==> src/rtl/lobm_pkg.sv <==
// Shared types and constants for the limit order book matcher.
// Used by every file in rtl but lobm_ram; depends on nothing.
package lobm_pkg;

    localparam int PRICE_LEVELS = 256;
    localparam int MAX_ORDERS   = 1024;
    localparam int PRICE_W      = 8;
    localparam int ID_W         = 10;
    localparam int QTY_W        = 32;
    localparam int CNT_W        = 11;
    localparam int LVL_W        = PRICE_W + 1;
    localparam int LVL_COUNT    = 2 * PRICE_LEVELS;
    localparam int QDEPTH       = 2;
    localparam int QPTR_W       = 1;

    typedef enum logic [1:0] {
        OP_MATCH  = 2'd0,
        OP_MODIFY = 2'd1,
        OP_VOLUME = 2'd2,
        OP_LOOKUP = 2'd3
    } op_t;

    // One decoded transaction waiting in the queue.
    typedef struct packed {
        op_t               op;
        logic              side;
        logic [PRICE_W-1:0] price;
        logic [QTY_W-1:0]  qty;
        logic [ID_W-1:0]   id;
    } item_t;

    // One entry of the order table.
    typedef struct packed {
        logic               live;
        logic               side;
        logic [PRICE_W-1:0] price;
        logic [QTY_W-1:0]   qty;
    } ord_rec_t;

    // One entry of the level table.
    typedef struct packed {
        logic             nonempty;
        logic [ID_W-1:0]  head;
        logic [ID_W-1:0]  tail;
        logic [QTY_W-1:0] vol;
    } lvl_rec_t;

    typedef enum logic [4:0] {
        S_CLEAR, S_IDLE, S_VQ_RD, S_VQ_CHK, S_ORD_RD, S_ORD_CHK, S_LVL_RD,
        S_LVL_CHK, S_UNLINK, S_UL_HEAD, S_UL_WALK, S_UL_WCHK, S_UL_FIX,
        S_LVL_WB, S_WALK_START, S_TL_RD, S_TL_CHK, S_TL_LOOP, S_TL_ORD,
        S_TL_NEXT, S_TL_WB, S_REST_RD, S_REST_CHK, S_DONE
    } state_t;

endpackage

==> src/rtl/lobm_front.sv <==
// Front end: accepts input transactions, decodes them and queues them.
// Depends on lobm_pkg.
module lobm_front
    import lobm_pkg::*;
(
    input  logic               clk,
    input  logic               rst_n,
    input  logic               in_valid,
    output logic               in_stall,
    input  logic [1:0]         op,
    input  logic               side,
    input  logic [PRICE_W-1:0] price,
    input  logic [QTY_W-1:0]   quantity,
    input  logic [ID_W-1:0]    ord_id,
    input  logic               clearing,
    output item_t              q_item,
    output logic               q_valid,
    input  logic               q_pop
);

    item_t             q_mem_reg [QDEPTH];
    logic [QPTR_W-1:0] wr_ptr_reg, wr_ptr_next;
    logic [QPTR_W-1:0] rd_ptr_reg, rd_ptr_next;
    logic [QPTR_W:0]   fill_reg, fill_next;
    logic              push;
    logic              pop;
    item_t             new_item;

    // Decode the incoming transaction into a queue entry.
    always_comb
    begin
        new_item.op    = op_t'(op);
        new_item.side  = side;
        new_item.price = price;
        new_item.qty   = quantity;
        new_item.id    = ord_id;
    end

    assign in_stall = (fill_reg == (QPTR_W+1)'(QDEPTH)) || clearing;
    assign push     = in_valid && !in_stall;
    assign q_valid  = (fill_reg != '0);
    assign pop      = q_pop && q_valid;
    assign q_item   = q_mem_reg[rd_ptr_reg];

    // Pointer and fill count updates.
    always_comb
    begin
        wr_ptr_next = push ? wr_ptr_reg + 1'b1 : wr_ptr_reg;
        rd_ptr_next = pop ? rd_ptr_reg + 1'b1 : rd_ptr_reg;
        fill_next   = fill_reg;
        if (push && !pop)
        begin
            fill_next = fill_reg + 1'b1;
        end
        else if (pop && !push)
        begin
            fill_next = fill_reg - 1'b1;
        end
    end

    always_ff @(posedge clk or negedge rst_n)
    begin
        if (!rst_n)
        begin
            wr_ptr_reg <= '0;
            rd_ptr_reg <= '0;
            fill_reg   <= '0;
        end
        else
        begin
            wr_ptr_reg <= wr_ptr_next;
            rd_ptr_reg <= rd_ptr_next;
            fill_reg   <= fill_next;
        end
    end

    // Queue storage holds payload only.
    always_ff @(posedge clk)
    begin
        if (push)
        begin
            q_mem_reg[wr_ptr_reg] <= new_item;
        end
    end

endmodule

==> config.mk <==
export PLATFORM = sky130hd
export DESIGN_NAME = lobm_front
export DESIGN_NICKNAME = d
export VERILOG_FILES = /design/src/rtl/lobm_pkg.sv /design/src/rtl/lobm_front.sv
export SDC_FILE = /design/constraint.sdc
export NUM_CORES = 1
export LEC_CHECK = 0
export ABC_AREA = 1
export BUFFER_PORTS_ARGS = -buffer_cell sky130_fd_sc_hd__buf_2
export CORE_UTILIZATION = 49
export DETAILED_ROUTE_END_ITERATION = 8
export GPL_TIMING_DRIVEN = 0
export PLACE_DENSITY_LB_ADDON = 0.25
export SYNTH_ARGS = -nofsm -noshare
export SYNTH_HDL_FRONTEND = slang
export SYNTH_SLANG_ARGS = --single-unit
==> constraint.sdc <==
create_clock -name clk -period 7.05 [get_ports clk]
set_input_delay 1.0575 -clock clk [delete_from_list [all_inputs] [get_ports clk]]
set_output_delay 1.0575 -clock clk [all_outputs]
set_load 0.02 [all_outputs]
==> results of run 1 <==
layer usage:
| metal | global-route usage [%] | share of wire (%) | vias up |
|---|---|---|---|
| met5 | 0 | 0 | - |
| met4 | 5.769 | 1.0 | 0 |
| met3 | 5.178 | 6.2 | 9 |
| met2 | 30.41 | 51 | 83 |
| met1 | 20.89 | 42 | 1204 |
| li1 | - | - | 1281 |
where the power goes:
group	internal (W)	switching [W]	leakage, nW
sequential	0.000812	0.0000227	1.02
clock	0.000128	0.000198	0.0837
combinational	0.000238	0.000494	1.10
area by class of cell:
| type | instances | area share [%] |
|---|---|---|
| timing repair buffer | 114 | 11.95 |
| clock buffer | 10 | 2.539 |
| buffer | 11 | 2.091 |
| inverter | 9 | 0.7715 |
| multi-input combinational | 179 | 13.96 |
| sequential | 110 | 65.31 |
| clock inverter | 6 | 0.7715 |
| tap | 105 | 2.613 |
worst register-to-register path, stage by stage (launching register included):
cell	delay, ns
dfrtp_1	0.40
inv_1	0.08
nand2_1	0.10
nand3_1	0.16
nor2_4	0.64
buf_12	0.28
cell families (layout without fill, tap and decap cells):
family | Yosys count | in the layout | synth area share [%]
XOR/XNOR | 1 | 1 | 0.2125
adder cells (fa/ha/maj) | 1 | 1 | 0.3035
AND/OR/NAND/NOR | 177 | 177 | 16.33
buffers and inverters | 20 | 150 | 3.491
flip-flops | 110 | 110 | 79.66
per-stage QoR:
step	area (um2)	total power, W	instances	hold slack (ns)	setup slack (ns)
floorplan	4121	0.001341	309	0.4419	3.115
global placement	4813	0.001575	526	0.4531	1.745
detailed placement	4861	0.001597	528	0.4590	4.338
CTS	5027	0.001918	544	0.4734	4.501
global route	5027	0.002006	544	0.4744	4.454
finish	5027	0.001893	544	0.4863	4.547
cells in the mapped netlist:
cell,number
buf_4,5
buf_6,6
dfrtp_1,4
edfxtp_1,106
ha_1,1
inv_1,8
inv_6,1
nand2_1,171
nand3_1,3
nand4_1,2
nor2_1,1
xnor2_1,1
worst max path at each step:
stage | end | from | slack (ns)
after global placement | q_mem_reg[1][44] | clearing | 1.75
final | q_item[27] | rd_ptr_reg | 4.55
after global routing | q_item[27] | rd_ptr_reg | 4.45
after detailed placement | q_mem_reg[1][44] | clearing | 4.34
after floorplan | q_mem_reg[1][0] | clearing | 3.11
after CTS | q_item[27] | rd_ptr_reg | 4.50
==> run summary, run 1 <==
The run finished with clean final reports. The clock reaches the later pin of the worst-skew pair after ~0.35 ns. The number of design-rule violations left by the first detailed-router iteration came out at 99. The die area came out at roughly 8800 um2. In this run the biggest area consumer among cell types represents roughly 77% of the synthesized area. The post-synthesis sequential area ratio is about four fifths. The count of port buffers added during placement is around 110. The worst-case reg-to-reg path depth came out at 5. The via count of the first global-routing pass came out at 2481. The number of failing hold endpoints at the final stage came out at 0. The total clock buffers created by CTS is 9. For this run, design rule violations remaining after detail routing come to 0. For this run, the top clock speed supported by timing is roughly 400 MHz. In this run the power density over the cells is 376.5 nW/um2.

The vertical die dimension came out at 93.71 um. The worst register-to-register path begins at fill_reg[0]. The die is between 90 and 100 um wide.

The wire length of the first global-routing pass is 11.43 mm. The total of max-cap violations is 0. The number of slew-limit violations in the final report is 0.

The CTS tree is done. Synthesis handed over a netlist of just over 300 instances. The footprint of the multi-input gates came out at about 700 um2. The maximum ir drop on the vdd rail came out at 0.2147 mV. The setup clock skew after layout came out at between 0.01 and 0.015 ns.

The final period demand of the worst path came out at ~2.5 ns. Detailed placement finished with a half-perimeter wire length of 5.024 mm. The maximum single-stage delay on the critical path is just under 0.4 ns. After global routing the overflow that remains totals 0. The quantity of hold-fixing buffers added after cts came out at 0.

The pin count of the biggest net entering global routing came out at 29. The mean instance size in the synthesized netlist is about 13 um2. Setup violations remaining at the end of the flow were counted as 0. In the layout the commonest cells are nand2_1 (171), buf_2 (112), edfxtp_1 (106), clkbuf_8 (9), inv_1 (7). By startpoint and endpoint, the worst setup path is classified as flip-flop to primary output. The floorplan row count came out at 33.

The utilization after layout is between 60% and 70%. The initial standard-cell utilization of the core came out at 50.41%. The first-pass iteration count of the detailed router came out at 4.

The largest area contributor in the netlist is edfxtp_1. Setup repair after global routing left no endpoint under its margin. The leakage dissipation came out at 2.197 nW. The number of flip-flops under the largest register name came out at 106.

The total clock sinks came out at 110. When the netlist entered floorplanning its net count stood at around 370. The count of distinct cell types in the synthesized netlist came out at 12. The clock-pin slew of the registers on the worst-case setup and hold paths came out at ~0.10 ns. During synthesis, Yosys emitted a total of 0 warnings. The number of instances resized during post-cts repair came out at 0. The remaining max-slew budget at the tightest pin is between 40 and 50%. Clock tree synthesis selected as its root buffer the cell clkbuf_8. The required time of the critical path is roughly 6 ns. The signal on the critical path passes through buf_6, inv_6, buf_6, nand2_1, nand2_1, buf_2. The fraction of final layout cells with drive strength greater than 1 came out at about a third. The final net count is just under 500. In the post-synthesis netlist, the biggest area contributors are edfxtp_1 (77%), nand2_1 (16%), dfrtp_1 (2.4%).

The flip-flop and latch area came out at ~3300 um2. The buffer and inverter count on the worst path is 4. After clock tree synthesis, the setup repair step added 0 buffers. The final worst-path cycle share came out at a little over a third. STA classifies the critical path endpoint as a primary output. The number of antenna violations at the first check in global routing came out at 0. The register bit count reported by yosys came out at between 100 and 150. The overall routing resource usage came out at about 18%. CTS built an H-tree with a depth of 3. After detailed routing, the average wire length per cell comes to 13.55 um.

The category of cells accounting for the largest share of critical-path delay is buffers and inverters. The vias per cell came out at between 4 and 5. The layout filler cell count is about 670. The overall via count from detail_route came out at ~2600. In the final timing run, aggregate negative setup slack is 0 ns.

The number of diodes added for antenna fixing came out at 0. The peak fanout along the critical path is 10. The final RePlAce weighted congestion came out at just under 0.7. The sum of routed wire length over all layers came out at between 7 and 8 mm. The tightest min-delay check is of the input pin to asynchronous set/reset pin type.

The placeable core area is between 8000 and 9000 um2. The synthesized netlist occupies a cell area of roughly 4100 um2. The synthesis-to-layout area growth is 21.98%. For this design, the slowest cell found on the critical path is dfrtp_1. The detail route stage leaves a number of antenna-violating nets equal to 0. The setup slack of the most critical reg-to-reg path is roughly 5.1 ns. The worst setup path is launched from a flip-flop. The endpoint arrival time on the critical path came out at 1.45 ns. At the pin with the least slew margin, the transition time is between 0.7 and 0.8 ns. The number of top-level pins came out at between 100 and 150. The number of gates on the worst path with buffers counted came out at 6. The most frequent standard cell in the layout excluding fill and tap cells is nand2_1. The endpoint identified for the worst register-to-register timing path is q_mem_reg[1][50]. The number of buffers on the longest clock path came out at 2.
Power figures use the tool's default switching activity.
==> inputs of run 2 (changes only) <==
--- a/config.mk
+++ b/config.mk
@@ -7,7 +7,7 @@
 export LEC_CHECK = 0
 export ABC_AREA = 1
 export BUFFER_PORTS_ARGS = -buffer_cell sky130_fd_sc_hd__buf_2
-export CORE_UTILIZATION = 49
+export CORE_UTILIZATION = 47
 export DETAILED_ROUTE_END_ITERATION = 8
 export GPL_TIMING_DRIVEN = 0
 export PLACE_DENSITY_LB_ADDON = 0.25
==> constraint.sdc (replaced) <==
create_clock -name clk -period 2.3 [get_ports clk]
set_input_delay 0.345 -clock clk [delete_from_list [all_inputs] [get_ports clk]]
set_output_delay 0.345 -clock clk [all_outputs]
set_load 0.02 [all_outputs]
==> run summary, run 2 (synthesis results as in run 1) <==
The placeable core area came out at 8341 um2 (+2.0%). The number of slew-limit violations in the final report was 0 (unchanged). The number of diodes added for antenna fixing was 0 (unchanged). The total of max-cap violations is 0 (unchanged). The setup total negative slack is 0 ns (unchanged). The launching point of the worst reg2reg path is fill_reg[0]. The worst setup path is of the flip-flop to flip-flop kind. The overall via count from detail_route came out at 2579 (+0.078%).

The number of buffers on the longest clock path is 2 (unchanged). The clock-pin slew of the registers on the worst-case setup and hold paths was 0.10 ns (about the same). The total clock buffers created by CTS is 9 (unchanged).

The worst hold path begins at quantity[6]. The final net count is 494 (+0.20%). The areal power density over the cells is 1164 nW/um2 (+210%).

The die area is 9148 um2 (+4.2%). In the layout the commonest cells are nand2_1 (171), buf_2 (112), edfxtp_1 (106), clkbuf_8 (9), inv_1 (7). The floorplan row count came to 33 (unchanged). The number of design-rule violations left by the first detailed-router iteration was 103 (+4.0%). The aggregate global routing overflow came out at 0 (unchanged). The wire length of the first global-routing pass is 10.76 mm (-5.8%). The setup slack of the most critical reg-to-reg path was 0.33 ns (-4.72 ns).

The total non-filler cell area in the finished layout is 5060 um2 (+0.65%). The required time of the critical path came out at 2.36 ns (-3.63 ns). The vias per cell is 4.732 (-0.11%). The worst-case reg-to-reg path depth came to 5 (unchanged). The utilization after layout is 60.67% (-0.83 points). The pin count of the biggest net entering global routing came to 29 (unchanged).

The CTS tree is done. The final RePlAce weighted congestion came out at 0.6966 (+1.6%). The critical register-to-register path endpoint is q_mem_reg[1][8]. The library cell used most frequently in the layout, excluding fill and tap cells, is nand2_1. The area of placed instances is 4861 um2 (unchanged). The root buffer cell chosen for the clock tree is clkbuf_8.

Setup repair after global routing left no endpoint under its margin. The number of failing hold endpoints at the final stage is 0 (unchanged). The total clock sinks is 110 (unchanged). The count of H-tree levels built during CTS came out at 3 (unchanged). The initial standard-cell utilization of the core is 49.41% (-1.0 points). The total of endpoints with negative setup slack in the final report is 0 (unchanged). The final HPWL from detailed placement is 4.811 mm (-4.2%). The flow ran to the end, and the final reports show no timing, DRC or antenna violations. The final routed DRC violation total came to 0 (unchanged). The fraction of final layout cells with drive strength greater than 1 was 32.05% (-0.30 points). The number of setup buffers added after CTS is 0 (unchanged).

The worst setup path is launched from a flip-flop. The vertical die dimension came out at 95.65 um (+2.1%). The hold-critical path depth is 1. The final period demand of the worst path came out at 1.967 ns.

The final worst-path cycle share came out at between 80% and 90%. The minimum hold slack is 0.1656 ns (-0.3207 ns). The count of port buffers added during placement is 112 (unchanged). The peak fanout along the critical path was 28 (+18). The capturing element type of the critical path is a flip-flop. The maximum ir drop on the vdd rail is 0.5026 mV (+130%). The setup clock skew after layout is 0.007637 ns (-0.003477 ns). The overall routing resource usage is 16.12% (-1.4 points). The sum of routed wire length over all layers came out at 7.101 mm (-3.6%).

The maximum frequency from static timing analysis came out at roughly 500 MHz. The endpoint arrival time on the critical path is 2.03 ns (+0.58 ns). The endpoint of the worst hold path is q_mem_reg[1][16]. The via count of the first global-routing pass came out at 2378 (-4.2%).

The die width is 95.65 um (+2.1%). The insertion delay to the later sink of the worst-skew pair came out at 0.36 ns (about the same). The min-delay analysis places its worst path in the category input pin to flip-flop. The first-pass iteration count of the detailed router came out at 4 (unchanged). The synthesis-to-layout area growth came out at 22.77%. The leakage dissipation came out at 2.206 nW (+0.39%). The number of flip-flops under the largest register name is 106 (unchanged).

The actual transition at the worst max-transition pin is 0.7957 ns (+0.008080 ns). The average wire length per cell after detail routing is 13.03 um (-3.8%). The remaining max-slew budget at the tightest pin came out at 46.83% (-0.54 points). The remaining antenna violation count after routing came out at 0 (unchanged). The number of top-level pins is 113 (unchanged). The total power came out at 0.005890 W (+210%). The number of antenna violations at the first check in global routing came out at 0 (unchanged).
## run 2: changes by cell type in the layout (fill, tap and decap cells not counted), sizes merged
| cell | delta |
|---|---|
| bufinv | +1 |
| clkinv | -1 |
| clkinvlp | +1 |
| clkbuf | -1 |
| dlygate4sd3 | +1 |
## run 2: layout make-up
cell class / instances / area [um2]
buffer: 11 / 105.1
clock buffer: 9 / 123.9
clock inverter: 7 / 65.06
fill: 694 / 3281
inverter: 9 / 38.79
multi-input combinational: 179 / 701.9
sequential: 110 / 3283
tap: 105 / 131.4
timing repair buffer: 115 / 610.6
## run 2: worst max path at each step
| stage | depth (start not counted) | slack [ns] | endpoint | from |
|---|---|---|---|---|
| after floorplan | 4 | 0.24 | q_mem_reg[0][0] | fill_reg[0] |
| after global placement | 4 | -0.36 | q_mem_reg[0][0] | fill_reg[0] |
| after detailed placement | 5 | 0.31 | q_mem_reg[1][16] | fill_reg[0] |
| after CTS | 5 | 0.29 | q_mem_reg[1][8] | fill_reg[0] |
| after global routing | 5 | 0.18 | q_mem_reg[1][19] | fill_reg[0] |
| final | 5 | 0.33 | q_mem_reg[1][8] | fill_reg[0] |
## run 2: through the flow
stage / instances / worst slack (ns)
2_1_floorplan: 309 / 0.2385
3_3_place_gp: 526 / -0.3560
3_5_place_dp: 528 / 0.3068
4_1_cts: 545 / 0.2889
5_1_grt: 545 / 0.1761
6_report: 545 / 0.3329
## run 2: metal layers
| layer | vias to the layer above | part of all wire (%) | track usage [%] |
|---|---|---|---|
| li1 | 1285 | - | - |
| met1 | 1196 | 43 | 20.14 |
| met2 | 87 | 47 | 25.54 |
| met3 | 11 | 7.6 | 5.423 |
| met4 | 0 | 1.6 | 7.214 |
| met5 | - | 0 | 0 |
## run 2: power breakdown
group / switching (W) / internal, W
sequential: 0.0000680 / 0.00249
clock: 0.000605 / 0.000494
combinational: 0.00150 / 0.000732
total: 0.00217 / 0.00372
## run 2: repair_timing
action	CTS	global route
gates resized for setup	0	0
endpoints found under the hold margin	4	0
hold buffers	1	0
## run 2: worst max-delay path: stages, from the launching register on
cell and delay, ns:
dfrtp_1 0.40, inv_1 0.09, nand2_1 0.10, nand3_1 0.15, nor2_4 0.64, buf_12 0.28
